$ cat src/rtl/smrh_pkg.sv
// Package of shared types, constants and a rotate helper function for the multiply-rotate hash.
`timescale 1ns / 1ps

package smrh_pkg;

	localparam int WORD_W  = 32;
	localparam int COUNT_W = 3;

	localparam logic [COUNT_W-1:0] MAX_BYTES = 3'd4;

	localparam logic [WORD_W-1:0] PRIME1 = 32'd2654435761;
	localparam logic [WORD_W-1:0] PRIME2 = 32'd2246822519;
	localparam logic [WORD_W-1:0] PRIME3 = 32'd3266489917;
	localparam logic [WORD_W-1:0] PRIME4 = 32'd668265263;
	localparam logic [WORD_W-1:0] PRIME5 = 32'h165667b1;

	localparam logic [WORD_W-1:0] WORD_BYTES = 32'd4;

	// Controller states.
	typedef enum logic [3:0] {
		S_IDLE,
		S_DISPATCH,
		S_W_ADD,
		S_W_ROT,
		S_W_ACC,
		S_W_MUL,
		S_B_ADD,
		S_B_MUL,
		S_F_LEN,
		S_F_X15,
		S_F_M2,
		S_F_X13,
		S_F_M3,
		S_FINISH
	} state_t;

	// Datapath operations, one per cycle.
	typedef enum logic [3:0] {
		OP_NONE,
		OP_LOAD,
		OP_WADD,
		OP_WROT,
		OP_ACC,
		OP_MULP1,
		OP_BADD,
		OP_FLEN,
		OP_X15,
		OP_MULP2,
		OP_X13,
		OP_MULP3,
		OP_FINISH
	} op_t;

	typedef struct packed {
		op_t op;
	} cmd_t;

	typedef struct packed {
		logic last;
		logic bytes_left;
	} status_t;

	function automatic logic [WORD_W-1:0] rotl17(input logic [WORD_W-1:0] v);
		rotl17 = {v[WORD_W-18:0], v[WORD_W-1:WORD_W-17]};
	endfunction

endpackage

$ cat src/rtl/smrh_channels.sv
// Channel interfaces: message input, digest output and seed configuration.
`timescale 1ns / 1ps

interface smrh_msg_if;
	logic                            valid;
	logic                            ready;
	logic [smrh_pkg::WORD_W-1:0]     data_word;
	logic [smrh_pkg::COUNT_W-1:0]    byte_count;
	logic                            last;

	modport source (output valid, data_word, byte_count, last, input ready);
	modport sink (input valid, data_word, byte_count, last, output ready);
endinterface

interface smrh_digest_if;
	logic                        valid;
	logic                        ready;
	logic [smrh_pkg::WORD_W-1:0] hash_value;
	logic                        bad_framing;

	modport source (output valid, hash_value, bad_framing, input ready);
	modport sink (input valid, hash_value, bad_framing, output ready);
endinterface

interface smrh_cfg_if;
	logic                        valid;
	logic                        ready;
	logic [smrh_pkg::WORD_W-1:0] data;

	modport source (output valid, data, input ready);
	modport sink (input valid, data, output ready);
endinterface

$ cat src/rtl/smrh_dp.sv
// Datapath of the hash: state registers, one shared multiplier, adders and result register.
`timescale 1ns / 1ps

module smrh_dp (
	input  logic                          clk,
	input  logic                          arst_n,
	input  smrh_pkg::cmd_t                cmd,
	output smrh_pkg::status_t             status,
	input  logic [smrh_pkg::WORD_W-1:0]   data_word,
	input  logic [smrh_pkg::COUNT_W-1:0]  byte_count,
	input  logic                          last,
	input  logic                          cfg_valid,
	input  logic [smrh_pkg::WORD_W-1:0]   cfg_data,
	output logic [smrh_pkg::WORD_W-1:0]   hash_value,
	output logic                          bad_framing
);

	logic [smrh_pkg::WORD_W-1:0]  seed_q;
	logic [smrh_pkg::WORD_W-1:0]  hash_q;
	logic [smrh_pkg::WORD_W-1:0]  idx_q;
	logic [smrh_pkg::WORD_W-1:0]  total_q;
	logic                         words_q;
	logic [smrh_pkg::WORD_W-1:0]  prod_q;
	logic [smrh_pkg::WORD_W-1:0]  word_q;
	logic [smrh_pkg::COUNT_W-1:0] count_q;
	logic [smrh_pkg::COUNT_W-1:0] pos_q;
	logic                         last_q;
	logic [smrh_pkg::WORD_W-1:0]  hash_out_q;
	logic                         flag_out_q;

	logic [smrh_pkg::WORD_W-1:0]  mul_a;
	logic [smrh_pkg::WORD_W-1:0]  mul_b;
	logic [smrh_pkg::WORD_W-1:0]  prod;
	logic [7:0]                   tail_byte;
	logic [smrh_pkg::COUNT_W-1:0] count_sat;
	logic [smrh_pkg::WORD_W-1:0]  hash_d;

	// The rotate feeds the multiplier only in the word step; otherwise the hash itself.
	always_comb begin
		mul_a = (cmd.op == smrh_pkg::OP_WROT) ? smrh_pkg::rotl17(hash_q) : hash_q;
		case (cmd.op)
			smrh_pkg::OP_WROT:  mul_b = smrh_pkg::PRIME4;
			smrh_pkg::OP_MULP2: mul_b = smrh_pkg::PRIME2;
			smrh_pkg::OP_MULP3: mul_b = smrh_pkg::PRIME3;
			default:            mul_b = smrh_pkg::PRIME1;
		endcase
	end

	assign prod      = mul_a * mul_b;
	assign tail_byte = word_q[8*pos_q[1:0] +: 8];
	assign count_sat = (byte_count > smrh_pkg::MAX_BYTES) ? smrh_pkg::MAX_BYTES : byte_count;

	always_comb begin
		case (cmd.op)
			smrh_pkg::OP_WADD:   hash_d = hash_q + word_q + idx_q;
			smrh_pkg::OP_ACC:    hash_d = hash_q + prod_q;
			smrh_pkg::OP_MULP1,
			smrh_pkg::OP_MULP2,
			smrh_pkg::OP_MULP3:  hash_d = prod;
			smrh_pkg::OP_BADD:   hash_d = hash_q + {24'd0, tail_byte} + idx_q;
			smrh_pkg::OP_FLEN:   hash_d = hash_q + total_q
				+ {{(smrh_pkg::WORD_W-smrh_pkg::COUNT_W){1'b0}}, count_q};
			smrh_pkg::OP_X15:    hash_d = hash_q ^ (hash_q >> 15);
			smrh_pkg::OP_X13:    hash_d = hash_q ^ (hash_q >> 13);
			smrh_pkg::OP_FINISH: hash_d = smrh_pkg::PRIME5;
			default:             hash_d = hash_q;
		endcase
	end

	always_ff @(posedge clk or negedge arst_n) begin
		if (!arst_n) begin
			seed_q  <= '0;
			hash_q  <= smrh_pkg::PRIME5;
			idx_q   <= smrh_pkg::PRIME1;
			total_q <= '0;
			words_q <= 1'b0;
		end else begin
			hash_q <= hash_d;
			if (cfg_valid) begin
				seed_q <= cfg_data;
				if (!words_q) begin
					idx_q <= cfg_data + smrh_pkg::PRIME1;
				end
			end else if (cmd.op == smrh_pkg::OP_WADD || cmd.op == smrh_pkg::OP_BADD) begin
				idx_q <= idx_q + 32'd1;
			end else if (cmd.op == smrh_pkg::OP_FINISH) begin
				idx_q <= seed_q + smrh_pkg::PRIME1;
			end
			if (cmd.op == smrh_pkg::OP_WADD) begin
				total_q <= total_q + smrh_pkg::WORD_BYTES;
				words_q <= 1'b1;
			end else if (cmd.op == smrh_pkg::OP_FINISH) begin
				total_q <= '0;
				words_q <= 1'b0;
			end
		end
	end

	// Payload registers: no reset needed.
	always_ff @(posedge clk) begin
		if (cmd.op == smrh_pkg::OP_WROT) begin
			prod_q <= prod;
		end
		if (cmd.op == smrh_pkg::OP_LOAD) begin
			word_q  <= data_word;
			count_q <= count_sat;
			last_q  <= last;
			pos_q   <= '0;
		end else if (cmd.op == smrh_pkg::OP_BADD) begin
			pos_q <= pos_q + 3'd1;
		end
		if (cmd.op == smrh_pkg::OP_FINISH) begin
			hash_out_q <= hash_q ^ (hash_q >> 16);
			flag_out_q <= (count_q == '0) && words_q;
		end
	end

	assign status.last       = last_q;
	assign status.bytes_left = (pos_q != count_q);
	assign hash_value        = hash_out_q;
	assign bad_framing       = flag_out_q;

endmodule

$ cat src/rtl/smrh_ctrl.sv
// Controller state machine: sequences the datapath operations and owns the handshakes.
`timescale 1ns / 1ps

module smrh_ctrl (
	input  logic                clk,
	input  logic                arst_n,
	input  logic                msg_valid,
	output logic                msg_ready,
	output logic                digest_valid,
	input  logic                digest_ready,
	input  smrh_pkg::status_t   status,
	output smrh_pkg::cmd_t      cmd
);

	smrh_pkg::state_t state_q;
	smrh_pkg::state_t state_d;
	logic             out_valid_q;
	logic             out_free;

	assign out_free = !out_valid_q || digest_ready;

	always_ff @(posedge clk or negedge arst_n) begin
		if (!arst_n) begin
			state_q <= smrh_pkg::S_IDLE;
		end else begin
			state_q <= state_d;
		end
	end

	always_ff @(posedge clk or negedge arst_n) begin
		if (!arst_n) begin
			out_valid_q <= 1'b0;
		end else if (cmd.op == smrh_pkg::OP_FINISH) begin
			out_valid_q <= 1'b1;
		end else if (digest_ready) begin
			out_valid_q <= 1'b0;
		end
	end

	always_comb begin
		state_d = state_q;
		cmd.op  = smrh_pkg::OP_NONE;
		case (state_q)
			smrh_pkg::S_IDLE: begin
				if (msg_valid) begin
					cmd.op  = smrh_pkg::OP_LOAD;
					state_d = smrh_pkg::S_DISPATCH;
				end
			end
			smrh_pkg::S_DISPATCH: begin
				if (!status.last) begin
					state_d = smrh_pkg::S_W_ADD;
				end else if (status.bytes_left) begin
					state_d = smrh_pkg::S_B_ADD;
				end else begin
					state_d = smrh_pkg::S_F_LEN;
				end
			end
			smrh_pkg::S_W_ADD: begin
				cmd.op  = smrh_pkg::OP_WADD;
				state_d = smrh_pkg::S_W_ROT;
			end
			smrh_pkg::S_W_ROT: begin
				cmd.op  = smrh_pkg::OP_WROT;
				state_d = smrh_pkg::S_W_ACC;
			end
			smrh_pkg::S_W_ACC: begin
				cmd.op  = smrh_pkg::OP_ACC;
				state_d = smrh_pkg::S_W_MUL;
			end
			smrh_pkg::S_W_MUL: begin
				cmd.op  = smrh_pkg::OP_MULP1;
				state_d = smrh_pkg::S_IDLE;
			end
			smrh_pkg::S_B_ADD: begin
				cmd.op  = smrh_pkg::OP_BADD;
				state_d = smrh_pkg::S_B_MUL;
			end
			smrh_pkg::S_B_MUL: begin
				cmd.op  = smrh_pkg::OP_MULP1;
				state_d = status.bytes_left ? smrh_pkg::S_B_ADD : smrh_pkg::S_F_LEN;
			end
			smrh_pkg::S_F_LEN: begin
				cmd.op  = smrh_pkg::OP_FLEN;
				state_d = smrh_pkg::S_F_X15;
			end
			smrh_pkg::S_F_X15: begin
				cmd.op  = smrh_pkg::OP_X15;
				state_d = smrh_pkg::S_F_M2;
			end
			smrh_pkg::S_F_M2: begin
				cmd.op  = smrh_pkg::OP_MULP2;
				state_d = smrh_pkg::S_F_X13;
			end
			smrh_pkg::S_F_X13: begin
				cmd.op  = smrh_pkg::OP_X13;
				state_d = smrh_pkg::S_F_M3;
			end
			smrh_pkg::S_F_M3: begin
				cmd.op  = smrh_pkg::OP_MULP3;
				state_d = smrh_pkg::S_FINISH;
			end
			smrh_pkg::S_FINISH: begin
				if (out_free) begin
					cmd.op  = smrh_pkg::OP_FINISH;
					state_d = smrh_pkg::S_IDLE;
				end
			end
			default: begin
				state_d = smrh_pkg::S_IDLE;
			end
		endcase
	end

	assign msg_ready    = (state_q == smrh_pkg::S_IDLE);
	assign digest_valid = out_valid_q;

`ifndef SYNTH
	a_accept_dispatch: assert property (@(posedge clk) disable iff (!arst_n)
		(msg_valid && msg_ready) |=> state_q == smrh_pkg::S_DISPATCH)
		else $error("accepted transaction did not reach dispatch");

	a_finish_sets_valid: assert property (@(posedge clk) disable iff (!arst_n)
		(state_q == smrh_pkg::S_FINISH && out_free) |=> digest_valid)
		else $error("finished hash not presented on the digest channel");

	a_finish_waits: assert property (@(posedge clk) disable iff (!arst_n)
		(state_q == smrh_pkg::S_FINISH && !out_free) |=> state_q == smrh_pkg::S_FINISH)
		else $error("result overwritten while digest still pending");

	a_tail_to_len: assert property (@(posedge clk) disable iff (!arst_n)
		(state_q == smrh_pkg::S_B_MUL && !status.bytes_left) |=> state_q == smrh_pkg::S_F_LEN)
		else $error("byte loop did not end in the length step");
`endif

endmodule

$ cat src/rtl/small_multiply_rotate_hash32.sv
// Top level of the 32-bit multiply-rotate message hash.
`timescale 1ns / 1ps

// This block hashes a byte message, delivered as a stream of little-endian 32-bit
// words on the msg channel, into one 32-bit digest on the digest channel. Every
// transaction with last low is a full word of four bytes; the transaction with
// last high carries the zero to four tail bytes (a byte_count above four counts as
// four) and produces exactly one digest, after which the hash restarts for the next
// message. bad_framing is set when a last transaction with no bytes follows earlier
// words; the digest is still formed over those words. The seed is written through
// the cfg channel, which is always ready, and must only be written while the block
// is idle; it takes effect at once if no word of the current message has yet been
// taken, otherwise at the start of the next message. All work goes through a single
// shared 32-bit multiplier with a registered product, sequenced by a controller one
// operation per cycle, except that finish waits for the previous digest to be taken.
// A word transaction passes through accept, dispatch and four operations for add,
// rotate-multiply, accumulate and multiply; a last one through accept, dispatch, an
// add and a multiply per tail byte, and finalization. A finished digest sits in an
// output register, so the next message may be accepted while it waits.

module small_multiply_rotate_hash32 (
	input  logic          clk,
	input  logic          arst_n,
	smrh_msg_if.sink      msg,
	smrh_digest_if.source digest,
	smrh_cfg_if.sink      cfg
);

	smrh_pkg::cmd_t    cmd;
	smrh_pkg::status_t status;

	// The seed register is written in any cycle; no back-pressure is needed.
	assign cfg.ready = 1'b1;

	smrh_ctrl u_ctrl (
		.clk          (clk),
		.arst_n       (arst_n),
		.msg_valid    (msg.valid),
		.msg_ready    (msg.ready),
		.digest_valid (digest.valid),
		.digest_ready (digest.ready),
		.status       (status),
		.cmd          (cmd)
	);

	// The datapath holds the running hash, step index, byte total and the
	// result register that feeds the digest payload.
	smrh_dp u_dp (
		.clk         (clk),
		.arst_n      (arst_n),
		.cmd         (cmd),
		.status      (status),
		.data_word   (msg.data_word),
		.byte_count  (msg.byte_count),
		.last        (msg.last),
		.cfg_valid   (cfg.valid),
		.cfg_data    (cfg.data),
		.hash_value  (digest.hash_value),
		.bad_framing (digest.bad_framing)
	);

endmodule

$ cat src/flat_wrapper.sv
// flat-port wrapper written by rule: the top's interface ports become plain ports
module small_multiply_rotate_hash32_flat 
  (clk, arst_n, msg_valid, msg_data_word, msg_byte_count, msg_last, msg_ready, digest_valid, digest_hash_value, digest_bad_framing, digest_ready, cfg_valid, cfg_data, cfg_ready);
  smrh_msg_if msg_i ();
  smrh_digest_if digest_i ();
  smrh_cfg_if cfg_i ();
  input  logic clk;
  input  logic arst_n;
  input wire logic [$bits(msg_i.valid)-1:0] msg_valid;
  input wire logic [$bits(msg_i.data_word)-1:0] msg_data_word;
  input wire logic [$bits(msg_i.byte_count)-1:0] msg_byte_count;
  input wire logic [$bits(msg_i.last)-1:0] msg_last;
  output wire logic [$bits(msg_i.ready)-1:0] msg_ready;
  output wire logic [$bits(digest_i.valid)-1:0] digest_valid;
  output wire logic [$bits(digest_i.hash_value)-1:0] digest_hash_value;
  output wire logic [$bits(digest_i.bad_framing)-1:0] digest_bad_framing;
  input wire logic [$bits(digest_i.ready)-1:0] digest_ready;
  input wire logic [$bits(cfg_i.valid)-1:0] cfg_valid;
  input wire logic [$bits(cfg_i.data)-1:0] cfg_data;
  output wire logic [$bits(cfg_i.ready)-1:0] cfg_ready;
  assign msg_i.valid = msg_valid;
  assign msg_i.data_word = msg_data_word;
  assign msg_i.byte_count = msg_byte_count;
  assign msg_i.last = msg_last;
  assign msg_ready = msg_i.ready;
  assign digest_valid = digest_i.valid;
  assign digest_hash_value = digest_i.hash_value;
  assign digest_bad_framing = digest_i.bad_framing;
  assign digest_i.ready = digest_ready;
  assign cfg_i.valid = cfg_valid;
  assign cfg_i.data = cfg_data;
  assign cfg_ready = cfg_i.ready;
  small_multiply_rotate_hash32 u_core (.clk(clk), .arst_n(arst_n), .msg(msg_i), .digest(digest_i), .cfg(cfg_i));
endmodule
$ cat config.mk
export PLATFORM = sky130hd
export DESIGN_NAME = small_multiply_rotate_hash32_flat
export DESIGN_NICKNAME = d
export VERILOG_FILES = /design/src/rtl/smrh_pkg.sv /design/src/rtl/smrh_channels.sv /design/src/rtl/smrh_dp.sv /design/src/rtl/smrh_ctrl.sv /design/src/rtl/small_multiply_rotate_hash32.sv /design/src/flat_wrapper.sv
export SDC_FILE = /design/constraint.sdc
export NUM_CORES = 2
export LEC_CHECK = 0
export ABC_AREA = 1
export CAP_MARGIN = 10
export CORE_ASPECT_RATIO = 0.7
export CORE_MARGIN = 3
export CORE_UTILIZATION = 50
export CTS_BUF_LIST = sky130_fd_sc_hd__clkbuf_16
export CTS_CLUSTER_SIZE = 28
export DETAILED_ROUTE_END_ITERATION = 10
export DONT_BUFFER_PORTS = 1
export SETUP_SLACK_MARGIN = 0.15
export SLEW_MARGIN = 10
export SYNTH_ARGS = -nofsm -noshare
export SYNTH_HDL_FRONTEND = slang
export SYNTH_SLANG_ARGS = --single-unit
$ cat constraint.sdc
create_clock -name clk -period 25.6 [get_ports clk]
set_clock_uncertainty 0.1 [all_clocks]
set_input_delay 5.12 -clock clk [delete_from_list [all_inputs] [get_ports clk]]
set_output_delay 5.12 -clock clk [all_outputs]
set_load 0.01 [all_outputs]
==> metrics.md <==
| Metric | Value |
|---|---|
| R2R Path Start | `u_core.u_ctrl.state_q[2]$_DFFE_PN0P_` |
| Num CTS Buffers | `29` |
| Post-DR wirelength/cell | `between 20 and 30 um` |
| Die Ht | `232 um` |
| Crit path max-delay family | `adder cells` |
| Fin util | `a little over half` |
| Crit-path slowest cell | `fa_1` |
| R2R cell count | `38` |
| Drt first pass iters | `9` |
| Die area | `76600 um2` |
| Maxcap violations | `0` |
| Yosys reg bits | `236` |
| Worst path required time | `approximately 26 ns` |
| Yosys cell types | `between 60 and 70` |
| Clk sink count | `approximately 240` |
| Internal reg-to-reg setup slack | `about 15 ns` |
| Avg Synthesized Cell Area | `7.71 um2` |
| Latest clock arrival within the worst-skew pair | `approximately 0.64 ns` |
| Critical setup path kind | `reg2reg` |
| Area growth, synth to finish | `5.52%` |
| Via-to-Cell Ratio | `5.99` |
| Critical Path Fanout Max | `62` |
| Final slew viol count | `0` |
| Seq/Total Area, Yosys | `17.6%` |
| Netlist Area Pre-Place | `36600 um2` |
| CTS root buf | `clkbuf_16` |
| Cts hold-fix bufs | `0` |
| # fillers | `between 7000 and 8000` |
| Initial antenna violation count | `6` |
| Startpoint Class | `flip-flop` |
| RSZ-0062 raised after global routing | `no` |
| Stages on worst setup path | `38` |
| Largest net degree at the start of global routing | `133` |
| Post-Syn Nets | `5580` |
| Most used DFF post-synth | `edfxtp_1` |
| Post-synthesis cell count | `4753` |
| Yosys warns | `0` |
| Crit end category | `flip-flop` |
| CTS clk-pin slew, worst paths | `roughly 0.070 ns` |
| Input/output buffers | `0` |
| Ratio of cells with drive above 1 in the final layout | `4.47%` |
| Post-synth EDFFs | `101` |
| DR iter-0 viols | `4586` |
| Final WS setup | `15.38 ns` |
| Post-synth ARST share | `55.9%` |
| Global-route wire length before repair | `approximately 220000 um` |
| Std cell rows | `82` |
| Routed vias | `between 30000 and 40000` |
| DP Wirelength | `128000 um` |
| Die Wd | `330 um` |
| Post-route ant nets | `0` |
| Crit-path max cell delay | `0.75 ns` |
| Core ar. | `72000 um2` |
| Fin crit period | `10.22 ns` |
| GRT overflow | `0` |
| Hold path depth | `1` |
| IO Count | `109` |
| Number of endpoints failing setup at the final stage | `0` |
| Vias in the first global route | `31500` |
| Crit path top cell by count | `inv_1` |
| Crit path capture | `u_core.u_dp.hash_q[25]$_DFFE_PN1P_` |
| Max frequency | `0.0978 GHz` |
| GRT Overall Usage | `40.4%` |
| Final Hold Vio Count | `0` |
| Placed cell areas | `37700 um2` |
| TritonCTS clock tree | `built` |
| Place WS | `approximately 16 ns` |
| Worst-margin pin slew | `1.10 ns` |
| Fin crit share | `39.9%` |
| Final Cell Area | `38700 um2` |
| Reg-to-Reg End | `u_core.u_dp.hash_q[25]$_DFFE_PN1P_` |
| H-tree Lvls | `1` |
| # Post-CTS Setup Buffers | `0` |
| Clock Path Buffers | `3` |
| Worst rel slew slack | `26.1%` |
| Worst Path Arrival | `between 10 and 15 ns` |
| Residual DRC | `0` |
| Starting density of the core | `approximately half` |
| GPL Wtd Cong | `1.14` |
| Status | `finished, final reports clean` |
| Detailed Route WL | `about 160000 um` |
| Final net count | `5547` |
| Hold Path Class | `reg2reg` |
| # resized after CTS | `0` |
| Post-route setup TNS | `0 ns` |
| WP buf/inv | `10` |
| CP startpoint | `u_core.u_ctrl.state_q[2]$_DFFE_PN0P_` |
## synthesized netlist by cell type, types with 25 or more instances
cell type	number	area (um2)
dfrtp_1	97	2430
clkbuf_1	82	308
nand2_1	943	3540
dfstp_2	35	920
fa_1	445	8910
o22ai_1	25	156
a31oi_1	40	250
edfxtp_1	101	3030
a21oi_1	293	1470
xor2_1	105	920
or2_2	29	181
nor3_1	49	245
nand3_1	223	1120
nor2_1	415	1560
nand4_1	50	313
inv_1	857	3220
xnor2_1	50	438
nor4_1	35	219
ha_1	309	3870
o21ai_0	293	1470
## worst reg2reg max path: cells and delay by family, from the launching register on
family	cells	cell delay, ns
compound gates	3	0.91
fa+ha+maj	9	4.32
buf+inv	10	1.00
flops	1	0.42
simple gates	16	3.36
## flip-flops by register name, summed over array words and instances (netlist names)
name	flops
u_core.u_dp.hash_value	32
u_core.u_dp.idx_q	32
u_core.u_dp.hash_q	32
u_core.u_ctrl.digest_valid	1
u_core.u_ctrl.state_q	4
u_core.u_dp.word_q	32
u_core.u_dp.count_q	3
u_core.u_dp.prod_q	32
u_core.u_dp.bad_framing	1
u_core.u_dp.pos_q	3
u_core.u_dp.total_q	30
u_core.u_dp.last_q	1
u_core.u_dp.words_q	1
u_core.u_dp.seed_q	32
## cell usage in the layout (no fill, tap or decap), types with 50 or more instances in the layout
master,count
a21oi_1,293
dfrtp_1,97
nand3_1,223
nand4_1,50
o21ai_0,293
fa_1,445
ha_1,309
nand2_1,943
nor2_1,413
xor2_1,105
xnor2_1,50
edfxtp_1,101
inv_1,862
## layer usage
layer / share of wire [%] / vias up / GRT usage [%] / wire (um)
li1: - / 15300 / - / -
met1: 44 / 16300 / 60.6 / 67900
met2: 35 / 2342 / 49.0 / 54800
met3: 18 / 249 / 22.4 / 28200
met4: 2.7 / 8 / 9.14 / 4250
met5: 0.16 / - / 1.92 / 243
## metrics by stage
step | hold WS (ns) | std cells
after global routing | 0.426 | 5709
after global placement | 0.359 | 5655
final | 0.394 | 5712
after floorplan | 0.323 | 4753
after CTS | 0.395 | 5709
after detailed placement | 0.385 | 5655
## cell families after synthesis
| group | Yosys count | synth area share (%) |
|---|---|---|
| other | 1 | 0.0102 |
| buffers and inverters | 986 | 10.3 |
| muxes | 7 | 0.191 |
| xor gates and xnor gates | 155 | 3.70 |
| AOI/OAI and AO/OA | 815 | 12.7 |
| and+or+nand+nor | 1799 | 20.6 |
| DFF | 236 | 17.6 |
| adders and majority gates | 754 | 34.9 |
## worst min-delay path by stage
stage,end,startpoint,slack (ns)
after global placement,u_core.u_dp.pos_q[2]$_SDFFE_PN0P_,u_core.u_dp.pos_q[2]$_SDFFE_PN0P_,0.36
after detailed placement,u_core.u_dp.pos_q[2]$_SDFFE_PN0P_,u_core.u_dp.pos_q[2]$_SDFFE_PN0P_,0.39
after CTS,u_core.u_dp.pos_q[2]$_SDFFE_PN0P_,u_core.u_dp.pos_q[2]$_SDFFE_PN0P_,0.39
final,u_core.u_dp.pos_q[2]$_SDFFE_PN0P_,u_core.u_dp.pos_q[2]$_SDFFE_PN0P_,0.39
after global routing,u_core.u_dp.total_q[31]$_DFFE_PN0P_,u_core.u_dp.total_q[31]$_DFFE_PN0P_,0.43
after floorplan,u_core.u_dp.hash_value[31]$_DFFE_PP_,u_core.u_dp.hash_q[31]$_DFFE_PN0P_,0.32
## area by class of cell
| cell class | instances | area [um2] | share of cell area, % |
|---|---|---|---|
| Antenna cell | 3 | 7.51 | 0.0194 |
| Multi-Input combinational cell | 3531 | 26500 | 68.4 |
| Tap cell | 966 | 1210 | 3.13 |
| Clock inverter | 25 | 186 | 0.482 |
| Sequential cell | 236 | 6440 | 16.7 |
| Timing Repair Buffer | 48 | 360 | 0.932 |
| Inverter | 874 | 3280 | 8.48 |
| Clock buffer | 29 | 726 | 1.88 |
Power is left out: the tool's default activity adds up to more than one toggle a clock period on the data nets, which glitch-free logic cannot reach.
